[config.mk]
export PLATFORM = sky130hd
export DESIGN_NAME = float32_adder_truncating_top
export DESIGN_NICKNAME = d
export VERILOG_FILES = /design/src/sv/fpadd_pkg.sv /design/src/sv/float32_adder_truncating_top.sv /design/src/sv/fpadd_align.sv /design/src/sv/fpadd_norm.sv
export SDC_FILE = /design/constraint.sdc
export NUM_CORES = 1
export LEC_CHECK = 0
export ABC_AREA = 1
export ABC_CLOCK_PERIOD_IN_PS = 9180
export BUFFER_PORTS_ARGS = -buffer_cell sky130_fd_sc_hd__buf_2
export CORE_MARGIN = 2
export CORE_UTILIZATION = 25
export CTS_CLUSTER_DIAMETER = 100
export DETAILED_ROUTE_END_ITERATION = 7
export PLACE_DENSITY = 0.47
export SYNTH_ARGS = -nofsm -noshare
export SYNTH_HDL_FRONTEND = slang
export SYNTH_HIERARCHICAL = 1
export SYNTH_SLANG_ARGS = --single-unit
[constraint.sdc]
create_clock -name clk -period 9.18 [get_ports clk]
set_clock_uncertainty 0.05 [all_clocks]
set_input_delay 0.459 -clock clk [delete_from_list [all_inputs] [get_ports clk]]
set_output_delay 0.459 -clock clk [all_outputs]
set_load 0.005 [all_outputs]
[src/sv/fpadd_pkg.sv]
`timescale 1ns / 1ps
// ----------------------------------------------------------------------------
// fpadd_pkg: shared constants and types for the single-precision adder
// Field masks, special codes and the stage records passed between modules.
// ----------------------------------------------------------------------------
package fpadd_pkg;

	localparam logic [31:0] CANON_NAN  = 32'h7FC0_0000;
	localparam logic [7:0]  EXP_MAX    = 8'hFF;
	localparam int          PIPE_DEPTH = 4;

	// Aligned operands, ready for the add or subtract.
	typedef struct packed {
		logic        special;
		logic [31:0] special_bits;
		logic        sa;
		logic        sb;
		logic [7:0]  e;
		logic [23:0] ma;
		logic [23:0] mb;
	} align_t;

	// Raw magnitude sum before normalization.
	typedef struct packed {
		logic        special;
		logic [31:0] special_bits;
		logic        s;
		logic [7:0]  e;
		logic [24:0] m;
	} sum_t;

	// Leading-zero count found, shift applied in the last stage.
	typedef struct packed {
		logic        special;
		logic [31:0] special_bits;
		logic        s;
		logic [8:0]  e;
		logic [23:0] m;
		logic [4:0]  lz;
	} norm_t;

endpackage

[src/sv/float32_adder_truncating_top.sv]
`timescale 1ns / 1ps
// ----------------------------------------------------------------------------
// float32_adder_truncating_top: pipelined single-precision adder
// Truncating alignment and truncating normalization; exponent overflow gives infinity.
// ----------------------------------------------------------------------------
// Channel | Direction | Handshake          | Payload
// in      | to block  | in_valid/in_stall  | operand_a, operand_b
// out     | from block| out_valid/out_stall| sum_bits
//
// Four register stages: align, add, leading-zero count, shift and pack.
// One item can enter every cycle while in_stall is low. Its result passes through
// al_s1, sm_s2, nm_s3 and res_s4 in turn and is then shown on sum_bits.
// Reset clears only the stage valid bits.
// A stall on the output holds the last stage; earlier items close up into
// empty stages, and in_stall rises only when all four stages are full.
// ----------------------------------------------------------------------------
module float32_adder_truncating_top (
	input  logic        clk,
	input  logic        arst_n,
	input  logic        in_valid,
	output logic        in_stall,
	input  logic [31:0] operand_a,
	input  logic [31:0] operand_b,
	output logic        out_valid,
	input  logic        out_stall,
	output logic [31:0] sum_bits
);

	fpadd_pkg::align_t al, al_s1;
	fpadd_pkg::sum_t   sm, sm_s2;
	fpadd_pkg::norm_t  nm, nm_s3;
	logic [31:0]       res, res_s4;
	logic [3:0]        v_q;
	logic              adv;

	// Free slots let items move up even while the output is stalled.
	logic [3:0] mv;
	always_comb begin
		mv[3] = !v_q[3] || !out_stall;
		mv[2] = !v_q[2] || mv[3];
		mv[1] = !v_q[1] || mv[2];
		mv[0] = !v_q[0] || mv[1];
	end
	assign adv      = mv[0];
	assign in_stall = !adv;

	fpadd_align u_align (.a(operand_a), .b(operand_b), .al(al));

	always_comb begin
		sm.special      = al_s1.special;
		sm.special_bits = al_s1.special_bits;
		sm.e            = al_s1.e;
		if (al_s1.sa == al_s1.sb) begin
			sm.m = {1'b0, al_s1.ma} + {1'b0, al_s1.mb};
			sm.s = al_s1.sa;
		end else if (al_s1.ma > al_s1.mb) begin
			sm.m = {1'b0, al_s1.ma - al_s1.mb};
			sm.s = al_s1.sa;
		end else begin
			sm.m = {1'b0, al_s1.mb - al_s1.ma};
			sm.s = al_s1.sb;
		end
	end

	fpadd_norm u_norm (.sm(sm_s2), .nm(nm));

	logic [23:0] mf;
	logic [8:0]  ef;
	always_comb begin
		mf = nm_s3.m << nm_s3.lz;
		ef = nm_s3.e - {4'd0, nm_s3.lz};
		if (nm_s3.special) begin
			res = nm_s3.special_bits;
		end else if (!mf[23]) begin
			res = {nm_s3.s, 8'd0, mf[22:0]};
		end else if (ef >= {1'b0, fpadd_pkg::EXP_MAX}) begin
			res = {nm_s3.s, fpadd_pkg::EXP_MAX, 23'd0};
		end else begin
			res = {nm_s3.s, ef[7:0], mf[22:0]};
		end
		if (res == 32'h8000_0000) res = 32'd0;
	end

	always_ff @(posedge clk or negedge arst_n) begin
		if (!arst_n) begin
			v_q <= 4'd0;
		end else begin
			if (mv[0]) v_q[0] <= in_valid;
			if (mv[1]) v_q[1] <= v_q[0];
			if (mv[2]) v_q[2] <= v_q[1];
			if (mv[3]) v_q[3] <= v_q[2];
		end
	end

	always_ff @(posedge clk) begin
		if (mv[0]) al_s1  <= al;
		if (mv[1]) sm_s2  <= sm;
		if (mv[2]) nm_s3  <= nm;
		if (mv[3]) res_s4 <= res;
	end

	assign out_valid = v_q[3];
	assign sum_bits  = res_s4;

	a_hold: assert property (@(posedge clk) disable iff (!arst_n)
		out_valid && out_stall |=> out_valid && $stable(sum_bits))
		else $error("result changed under stall");
	a_noneg0: assert property (@(posedge clk) disable iff (!arst_n)
		out_valid |-> sum_bits != 32'h8000_0000)
		else $error("negative zero produced");
	a_flow: assert property (@(posedge clk) disable iff (!arst_n)
		v_q[2] && !v_q[3] |=> v_q[3])
		else $error("item lost before output stage");
	a_stallfull: assert property (@(posedge clk) disable iff (!arst_n)
		in_stall |-> v_q == 4'hF)
		else $error("input stalled with a free slot");

endmodule

[src/sv/fpadd_align.sv]
`timescale 1ns / 1ps
// ----------------------------------------------------------------------------
// fpadd_align: operand unpack, special cases and exponent alignment
// Combinational front end feeding the first pipeline register.
// ----------------------------------------------------------------------------
module fpadd_align (
	input  logic [31:0]       a,
	input  logic [31:0]       b,
	output fpadd_pkg::align_t al
);

	logic [7:0]  ea, eb, ea_eff, eb_eff, d;
	logic [22:0] fa, fb;
	logic [23:0] ma, mb;
	logic        nan_a, nan_b, inf_a, inf_b, a_big;

	always_comb begin
		ea = a[30:23];
		eb = b[30:23];
		fa = a[22:0];
		fb = b[22:0];
		nan_a = (ea == fpadd_pkg::EXP_MAX) && (fa != 23'd0);
		nan_b = (eb == fpadd_pkg::EXP_MAX) && (fb != 23'd0);
		inf_a = (ea == fpadd_pkg::EXP_MAX);
		inf_b = (eb == fpadd_pkg::EXP_MAX);
		ma = {(ea != 8'd0), fa};
		mb = {(eb != 8'd0), fb};
		ea_eff = (ea == 8'd0) ? 8'd1 : ea;
		eb_eff = (eb == 8'd0) ? 8'd1 : eb;
		a_big = ea_eff > eb_eff;
		d = a_big ? (ea_eff - eb_eff) : (eb_eff - ea_eff);

		al.special = inf_a || inf_b;
		if (nan_a || nan_b || (inf_a && inf_b && (a[31] != b[31]))) begin
			al.special_bits = fpadd_pkg::CANON_NAN;
		end else if (inf_a) begin
			al.special_bits = a;
		end else begin
			al.special_bits = b;
		end
		al.sa = a[31];
		al.sb = b[31];
		al.e  = a_big ? ea_eff : eb_eff;
		// Shifts of 24 or more are forced to zero, since only d[4:0] drives the shifter.
		al.ma = (!a_big && d >= 8'd24) ? 24'd0 : (a_big ? ma : (ma >> d[4:0]));
		al.mb = (a_big && d >= 8'd24) ? 24'd0 : (a_big ? (mb >> d[4:0]) : mb);
	end

endmodule

[src/sv/fpadd_norm.sv]
`timescale 1ns / 1ps
// ----------------------------------------------------------------------------
// fpadd_norm: carry handling and leading-zero count
// Turns the raw sum into a 24-bit significand and a left-shift amount.
// ----------------------------------------------------------------------------
module fpadd_norm (
	input  fpadd_pkg::sum_t  sm,
	output fpadd_pkg::norm_t nm
);

	logic [23:0] m;
	logic [8:0]  e;
	logic [4:0]  lz;
	logic [4:0]  lim;

	always_comb begin
		if (sm.m[24]) begin
			m = sm.m[24:1];
			e = {1'b0, sm.e} + 9'd1;
		end else begin
			m = sm.m[23:0];
			e = {1'b0, sm.e};
		end
		lz = 5'd24;
		for (int i = 0; i < 24; i++) begin
			if (m[i]) lz = 5'(23 - i);
		end
		// Never shift the exponent below one; the value then stays subnormal.
		lim = (e - 9'd1 < 9'd24) ? 5'(e - 9'd1) : 5'd24;
		nm.special      = sm.special;
		nm.special_bits = sm.special_bits;
		nm.s  = sm.s;
		nm.e  = e;
		nm.m  = m;
		nm.lz = (lz < lim) ? lz : lim;
	end

endmodule
# After elaboration in Yosys (flattened, before gate mapping)
# Cells that the tools add are included.
[word_totals]
out_inout_bits = 34
register_bits = 266
[classes]
n_shift = 3
magnitude_cmp = 6
n_mux = 42
n_reduce_logical = 26
n_eq_ne = 5
addsub = 8
[op_table]
columns = ["op", "count"]
rows = [
  ["$mux 24", 4],
  ["$mux 5", 18],
  ["$mux 32", 2],
  ["$mux 31", 2],
  ["$shr 24x5->24", 2],
  ["$sub 24x24->24", 2],
  ["$reduce_bool 23->1", 2],
  ["$eq 32x32->1 const B", 1],
  ["$mux 4", 8],
  ["$mux 8", 4],
  ["$add 24x24->25", 1],
  ["$mux 25", 1],
  ["$gt 24x24->1", 1],
  ["$shl 24x5->24", 1],
  ["$eq 8x8->1 const B", 2],
  ["$logic_not 8->1", 2],
  ["$reduce_bool 8->1", 2],
  ["$sub 8x8->8", 2],
  ["$add 8x1->9 const B", 1],
  ["$ge 9x8->1 const B", 1],
  ["$lt 9x5->1 const B", 1],
  ["$mux 9", 1],
  ["$sub 9x1->9 const B", 1],
  ["$sub 9x5->9", 1],
  ["9 further kinds", 27],
]

# Logic depth before layout (Yosys ltp)
# Gate-level depths: netlist (run 1).
[depth]
depth_word = 27
ltp_mapped = 33
depth_no_buf = 31

# Hierarchy
# Netlist (run 1), hierarchy kept.
[by_module_without_submodules]
columns = ["mod", "n_inst", "area_per_inst_um2", "seq_area_each_um2", "cells_each"]
rows = [
  ["float32_adder_truncating_top", 1, 14734.1, 7967.6, 1538],
  ["fpadd_align", 1, 4773.3, 0.0, 1006],
  ["fpadd_norm", 1, 1398.8, 0.0, 254],
]

# Worst setup path before layout (run 1)
# Ideal clock, no wire load.
[synth_path]
kind = "input port to flip-flop"
startpoint = "input port out_stall"
endpoint = "register al_s1[0] (netlist bit), enable pin"
setup_time_ps = 445
t_arrival_ps = 6285
path_slack_ps = 2401
cell_stages = 7
t_required_ps = 8685
cell_sequence = "nand2_1 nor2_1 inv_1 nor2_1 inv_1 nor2_1 inv_1"
[synth_between]
elab_chain_len = 5
[synth_lines]
columns = ["item", "line_no", "text"]
rows = [
  ["start, declared", "float32_adder_truncating_top.sv:25", "input logic out_stall,"],
  ["$logic_not 1->1", "float32_adder_truncating_top.sv:39", "mv[3] = !v_q[3] || !out_stall;"],
  ["$logic_or 1x1->1", "float32_adder_truncating_top.sv:39", ""],
  ["$logic_or 1x1->1", "float32_adder_truncating_top.sv:40", "mv[2] = !v_q[2] || mv[3];"],
  ["net mv[2]", "float32_adder_truncating_top.sv:37", "logic [3:0] mv;"],
  ["$logic_or 1x1->1", "float32_adder_truncating_top.sv:41", "mv[1] = !v_q[1] || mv[2];"],
  ["net mv[1]", "float32_adder_truncating_top.sv:37", ""],
  ["$logic_or 1x1->1", "float32_adder_truncating_top.sv:42", "mv[0] = !v_q[0] || mv[1];"],
  ["end signal, assigned", "float32_adder_truncating_top.sv:96", "if (mv[0]) al_s1 <= al;"],
  ["end, declared", "float32_adder_truncating_top.sv:29", "fpadd_pkg::align_t al, al_s1;"],
]
# The timed path passes the listed nets, and every way through them passes these cells.
# A chain may end at the register's enable or synchronous reset.

# Worst setup path after layout (run 1)
[layout_path]
startpoint = "input port operand_a[24]"
endpoint = "register al_s1[40] (netlist bit) (data pin)"
[layout_between]
elab_chain_len = 6
elab_cells_between_ends = 12
[layout_lines]
columns = ["item", "line_no", "text"]
rows = [
  ["start, declared", "float32_adder_truncating_top.sv:22", "input logic [31:0] operand_a,"],
  ["$logic_not 8->1", "fpadd_align.sv:28", "ea_eff = (ea == 8'd0) ? 8'd1 : ea;"],
  ["$mux 8", "fpadd_align.sv:28", ""],
  ["$sub 8x8->8 / $gt 8x8->1 (equally long branches)", "fpadd_align.sv:31, fpadd_align.sv:30", ""],
  ["$mux 8", "fpadd_align.sv:31", "d = a_big ? (ea_eff - eb_eff) : (eb_eff - ea_eff);"],
  ["$shr 24x5->24 / $ge 8x5->1 (equally long branches)", "fpadd_align.sv:45", "al.ma = (!a_big && d >= 8'd24) ? 24'd0 : (a_big ? ma : (ma >> d[4:0]));"],
  ["$mux 24 / $logic_and 1x1->1 (equally long branches)", "fpadd_align.sv:45", ""],
]
# Several ways; a longest one is shown, not always the timed one.

==> results.py, run 1 <==
metrics = {
    "status": {
        "status": "completed",
    },
    "clock_network": {
        "cts_buffers": 31,
        "clk_latency_ns": 0.59,
        "clockBufferDepth": 3,
        "root_buffer": "clkbuf_16",
        "cts_tree": "yes",
        "cts_max_level": 1,
        "numClockSinks": 266,
        "clk_pin_slew_ns": 0.06,
    },
    "sta": {
        "drv_slew": 0,
        "max_slew_margin_pct": 30.9,
        "fmax_mhz": 200,
        "setup_violations": 0,
        "rsz0062_at_grt": "no",
        "fin_crit_ns": 4.99,
        "worstMarginPinSlew_ns": 1.04,
        "tns_ns": 0,
        "period_share_pct": 54.4,
        "hold_viol": 0,
    },
    "critical_path": {
        "path_common_cell": "nand2_1",
        "critical_path_buf_inv_count": 7,
        "rr_worst_depth": 17,
        "crit_path_top_delay_cell": "buf_4",
        "critPathArrivalTime_ns": 5.24,
        "startpoint_type": "input port",
        "required_ns": 9.43,
        "critPathKind": "input port to flop",
        "crit_family": "buffers and inverters",
        "cp.depth": 19,
        "endpoint_kind": "flop",
        "path_cells": "buf_2 > inv_1 > nand4_1 > nor2_1 > nor2_1 > ha_2 > buf_4 > inv_2 > nor3_1 > nand2_1 > nand2_2 > buf_4 > nand3_1 > o21ai_2 > inv_2 > nand2_1 > inv_1 > nand2_1 > o21ai_0",
        "slowest_delay_ns": 0.56,
        "crit_fanout": 87,
    },
    "detailed_routing": {
        "via_per_inst": 4.77,
        "drtIter0Drc": 1360,
        "first_pass_iters": 5,
        "routed_wl_um": 73100,
        "top_layer_used": "met5",
        "wl_met1_um": 31300,
        "route.met3.wl_um": 3130,
        "drc": 0,
        "wl_per_cell_um": 18.8,
        "wl_met2_um": 35600,
        "drtAntennaViolNets": 0,
        "vias": 18500,
    },
    "die": {
        "die_x_um": 293,
        "start_util_pct": 25.1,
        "die_h_um": 293,
        "num_rows": 106,
        "ios": 102,
        "fp.coreArea_um2": 83300,
        "die_area_um2": 86000,
    },
    "min_path": {
        "holdCritPathClass": "input port to flop",
        "hold_depth": 1,
    },
    "synthesis": {
        "synth.distinct_cells": 59,
        "yosysMostFrequentCell": "nand2_1",
        "synth_top_cells_by_count": "nand2_1 (743), nand3_1 (322), inv_1 (321), edfxtp_1 (262), nor2_1 (177)",
        "synth_area_leaders": "edfxtp_1 (38%), nand2_1 (13%), nand3_1 (7.7%)",
        "avgSynthCellArea_um2": 7.47,
        "synth_top_area_share_pct": 37.6,
        "netlist_instances": 2798,
        "postSynth.asyncResetShare_pct": 1.50,
        "syn_nets": 2969,
        "synth-edff-count": 262,
        "yosysSeqAreaShare_pct": 38.1,
        "synth_seq_cells": 266,
        "ys_warn_count": 6,
        "synth-main-ff-cell": "edfxtp_1",
        "syn_area_um2": 20900,
        "synth_largest_area_cell": "edfxtp_1",
    },
    "cells_and_area": {
        "nets": 2949,
        "drive_above_1_share_pct": 9.67,
        "syn2layout_area_growth_pct": 9.94,
        "post-route-util_pct": 27.6,
        "diodes": 0,
        "stdcell_count": 3883,
    },
    "power": {
        "p_leak_nw": 10.5,
        "max-vdd-ir-drop_v": 0.000152,
        "p_per_area_nw_per_um2": 281,
        "finalPower_mw": 6.45,
    },
    "grt": {
        "antenna_found_initial": 3,
        "overflow": 0,
        "grt_pass1_wl_um": 109000,
        "globalRouteTotalUtil_pct": 16.6,
        "grt_max_degree": 88,
        "grt_pass1_vias": 18300,
    },
    "job": {
        "cap_violations": 0,
    },
    "placement": {
        "io_buffer_count": 101,
        "gp_congestion": 0.927,
        "hpwl_um": 58500,
        "place_inst": 3823,
    },
}
## sequential cells by signal, indices dropped and copies added, names as in the netlist
name and count:
sum_bits 32, sm_s2 67, al_s1 91, v_q 4, nm_s3 72
## power breakdown
part	internal, mW	switching (mW)	leakage, nW
logic	0.995	2.26	7.17
registers	1.75	0.172	2.77
clock network	0.763	0.511	0.511
## area by class of cell
class,count,area (um^2)
fill,9191,60300
multi-input combinational,2024,10700
clock buffer,35,791
tap,1080,1350
sequential,266,7970
timing repair buffer,117,631
inverter,338,1270
clock inverter,23,270
## per-stage QoR
step | setup slack (ns) | area, um^2 | hold WS [ns]
after global placement | 3.81 | 21900 | 0.218
after CTS | 4.30 | 23000 | 0.0313
after detailed placement | 3.71 | 21900 | 0.219
after floorplan | 2.40 | 20900 | 0.113
final | 4.19 | 23000 | 0.0651
after global routing | 3.74 | 23000 | 0.0572
## worst paths after layout
path,to,slack [ns],startpoint
setup / recovery,al_s1[40],4.19,operand_a[24]
hold / removal,al_s1[56],0.07,operand_b[31]
setup reg to reg,nm_s3[4],4.29,sm_s2[24]
hold reg to reg,nm_s3[67],0.36,sm_s2[62]
max in group asynchronous,v_q[1],8.78,arst_n
min in group asynchronous,v_q[3],0.18,arst_n
## routing by layer
metal  vias to the layer above  track usage, %
li1                       9212               -
met1                      8654            20.5
met2                       528            29.3
met3                       135            1.71
met4                         2            6.76
met5                         -               0
## kinds of logic (layout without fill, tap and decap cells)
kind of cell	Yosys count	after routing	synth area share (%)
and+or+nand+nor	1402	1402	29.4
buffers and inverters	508	513	10.8
AOI/OAI and AO/OA	443	443	12.0
DFF	266	266	38.1
adders and majority gates	103	103	6.38
xor gates and xnor gates	73	73	3.09
muxes	3	3	0.144
## repair_timing
item / in CTS / in global routing
setup buffers: 0 / 0
endpoints found under the hold margin: 5 / 0
resized for setup: 0 / 0
hold buffers: 2 / 0
## layout by cell type (no fill, tap or decap), types with 37 or more instances in the layout
master and count:
nand4_1 37, edfxtp_1 262, buf_2 101, a21oi_1 159, inv_1 318, nor2_1 177, nand2_1 741, nand3_1 322
o21ai_0 158, ha_1 96, xor2_1 62
Note: power is estimated with default switching activity, not from simulation.
==> run 2: changes to the inputs <==
--- a/config.mk
+++ b/config.mk
@@ -6,7 +6,7 @@
 export NUM_CORES = 1
 export LEC_CHECK = 0
 export ABC_AREA = 1
-export ABC_CLOCK_PERIOD_IN_PS = 9180
+export ABC_CLOCK_PERIOD_IN_PS = 4870
 export BUFFER_PORTS_ARGS = -buffer_cell sky130_fd_sc_hd__buf_2
 export CORE_MARGIN = 2
 export CORE_UTILIZATION = 25
==> constraint.sdc (replaced) <==
create_clock -name clk -period 4.87 [get_ports clk]
set_clock_uncertainty 0.05 [all_clocks]
set_input_delay 0.2435 -clock clk [delete_from_list [all_inputs] [get_ports clk]]
set_output_delay 0.2435 -clock clk [all_outputs]
set_load 0.005 [all_outputs]
==> run 2 against run 1 <==
Effect of this change:
- core utilization up 0.37 points
- clock power up 95%
- sequential share of layout area down 0.46 points
- sequential power up 88%
- critical path depth up 2
- first-iteration DRC count up 12%
- register-to-register slack worse by 3.1 ns
- non-clock buffer count up 23
- die area unchanged
- count of clock-buffer cells in the layout up 7
- largest cell class unchanged
- largest power group unchanged
==> results.py, run 2 (synthesis results as in run 1) <==
metrics = {
    "detailed_routing": {
        "first_pass_iters": 5,
        "vias": 18500,
        "drtAntennaViolNets": 0,
        "routed_wl_um": 72200,
        "drc": 0,
        "via_per_inst": 4.74,
        "drtIter0Drc": 1517,
        "wl_per_cell_um": 18.5,
    },
    "critical_path": {
        "path_cells": "buf_2 > inv_1 > nand4_1 > nor2_1 > nor2_1 > ha_2 > fa_1 > inv_1 > nand3_1 > nand2_1 > nand2_1 > nand2_2 > nand2_2 > buf_4 > nand3_1 > o21ai_2 > inv_2 > nand2_1 > inv_1 > nand4_1 > o22ai_1",
        "endpoint_kind": "flop",
        "critPathArrivalTime_ns": 4.10,
        "startpoint_type": "input port",
        "slowest_delay_ns": 0.46,
        "crit_path_top_delay_cell": "fa_1",
        "required_ns": 5.19,
        "crit_fanout": 21,
        "critPathKind": "input port to flop",
    },
    "power": {
        "max-vdd-ir-drop_v": 0.000187,
        "pwr-share-seq_pct": 29.4,
        "p_sw_mw": 5.57,
        "p_per_area_nw_per_um2": 526,
        "swShare_pct": 45.4,
        "pwr-share-comb_pct": 50.4,
        "p_leak_nw": 10.6,
        "p_int_mw": 6.69,
        "clkPwrFrac_pct": 20.2,
        "finalPower_mw": 12.3,
    },
    "sta": {
        "rsz0062_at_grt": "no",
        "drv_slew": 0,
        "period_share_pct": 77.5,
        "hold_viol": 0,
        "holdWs_ns": 0.0276,
        "setup_violations": 0,
        "max_slew_margin_pct": 28.3,
        "fin_crit_ns": 3.77,
        "fmax_mhz": 265,
        "tns_ns": 0,
        "worstMarginPinSlew_ns": 1.07,
    },
    "cells_and_area": {
        "nets": 2975,
        "post-route-util_pct": 28.0,
        "largest_reg_flops": 91,
        "top_register": "al_s1",
        "fillers": 9221,
        "syn2layout_area_growth_pct": 11.4,
        "reg_top3": "al_s1 (91), nm_s3 (72), sm_s2 (67)",
        "diodes": 0,
        "drive_above_1_share_pct": 10.5,
        "layout_common_cells": "nand2_1 (741), nand3_1 (322), inv_1 (318)",
        "final_common_cell": "nand2_1",
    },
    "die": {
        "die_h_um": 293,
        "fp.coreArea_um2": 83300,
        "ios": 102,
        "num_rows": 106,
        "die_area_um2": 86000,
        "start_util_pct": 25.1,
        "die_x_um": 293,
    },
    "grt": {
        "grt_pass1_wl_um": 109000,
        "overflow": 0,
        "grt_pass1_vias": 18300,
        "grt_max_degree": 92,
        "globalRouteTotalUtil_pct": 16.6,
        "antenna_found_initial": 1,
    },
    "placement": {
        "hpwl_um": 58200,
        "io_buffer_count": 101,
        "gp_congestion": 0.946,
    },
    "clock_network": {
        "clockBufferDepth": 3,
        "cts_hold_buf": 8,
        "cts_resized": 0,
        "clk_pin_slew_ns": 0.06,
        "cts_setup_buffers": 0,
        "cts_buffers": 34,
        "root_buffer": "clkbuf_16",
        "cts_tree": "yes",
        "cts_max_level": 2,
        "clk_latency_ns": 0.55,
        "numClockSinks": 266,
    },
    "job": {
        "cap_violations": 0,
    },
    "min_path": {
        "holdCritPathClass": "input port to flop",
    },
    "status": {
        "status": "completed",
    },
}
run 2: cell count changes in the layout (fill, tap and decap cells not counted), moves of 2 or more:
| cell | before | now |
|---|---|---|
| inv_2 | 15 | 13 |
| buf_12 | 0 | 2 |
| nor2_1 | 177 | 174 |
| dlygate4sd3_1 | 2 | 8 |
| clkinvlp_4 | 3 | 7 |
| clkbuf_16 | 31 | 35 |
| clkinv_1 | 7 | 5 |
| clkbuf_8 | 0 | 2 |
| buf_4 | 14 | 29 |
| nor2_4 | 0 | 3 |
| bufinv_16 | 5 | 2 |
run 2: layer usage:
metal / global-route usage, % / part of all wire [%]
met5: 0 / 0
met2: 28.5 / 48
met4: 6.42 / 3.8
met3: 1.72 / 3.9
met1: 21.6 / 44
run 2: layout make-up:
| class | count | area (um^2) | area share, % |
|---|---|---|---|
| tap | 1080 | 1350 | 5.80 |
| sequential | 266 | 7970 | 34.2 |
| clock inverter | 19 | 190 | 0.816 |
| timing repair buffer | 140 | 843 | 3.62 |
| clock buffer | 42 | 922 | 3.96 |
| multi-input combinational | 2024 | 10700 | 46.1 |
| inverter | 338 | 1280 | 5.52 |
run 2: stage by stage:
stage / area (um^2) / cells / setup WS (ns)
floorplan: 21000 / 2798 / -0.204
global placement: 22100 / 3840 / 0.700
detailed placement: 22100 / 3840 / 0.571
CTS: 23300 / 3909 / 1.14
global route: 23300 / 3909 / 0.785
finish: 23300 / 3909 / 1.10
run 2: final timing paths:
path	from	endpoint	slack (ns)	cells after the start
setup reg to reg	al_s1[26]	sm_s2[23]	1.22	15
min in group asynchronous	arst_n	v_q[3]	0.54	3
setup / recovery	operand_a[24]	al_s1[19]	1.10	21
max in group asynchronous	arst_n	v_q[3]	4.05	3
hold reg to reg	al_s1[77]	sm_s2[53]	0.35	0
hold / removal	operand_b[23]	al_s1[81]	0.03	3
run 2: critical path, delay by kind of cell:
family                     cells  cell delay [ns]
and+or+nand+nor               11             1.55
adders and majority gates      2             0.67
AOI/OAI and AO/OA              2             0.25
buffers and inverters          6             1.35
run 2: power by group through the flow:
stage | Clock (mW) | Combinational, mW | Sequential (mW)
final | 2.48 | 6.18 | 3.61
after CTS | 2.56 | 6.16 | 3.62
after global placement | 0 | 6.15 | 3.66
after detailed placement | 0 | 6.13 | 3.66
after global routing | 2.64 | 6.94 | 3.68
after floorplan | 0 | 4.51 | 3.54
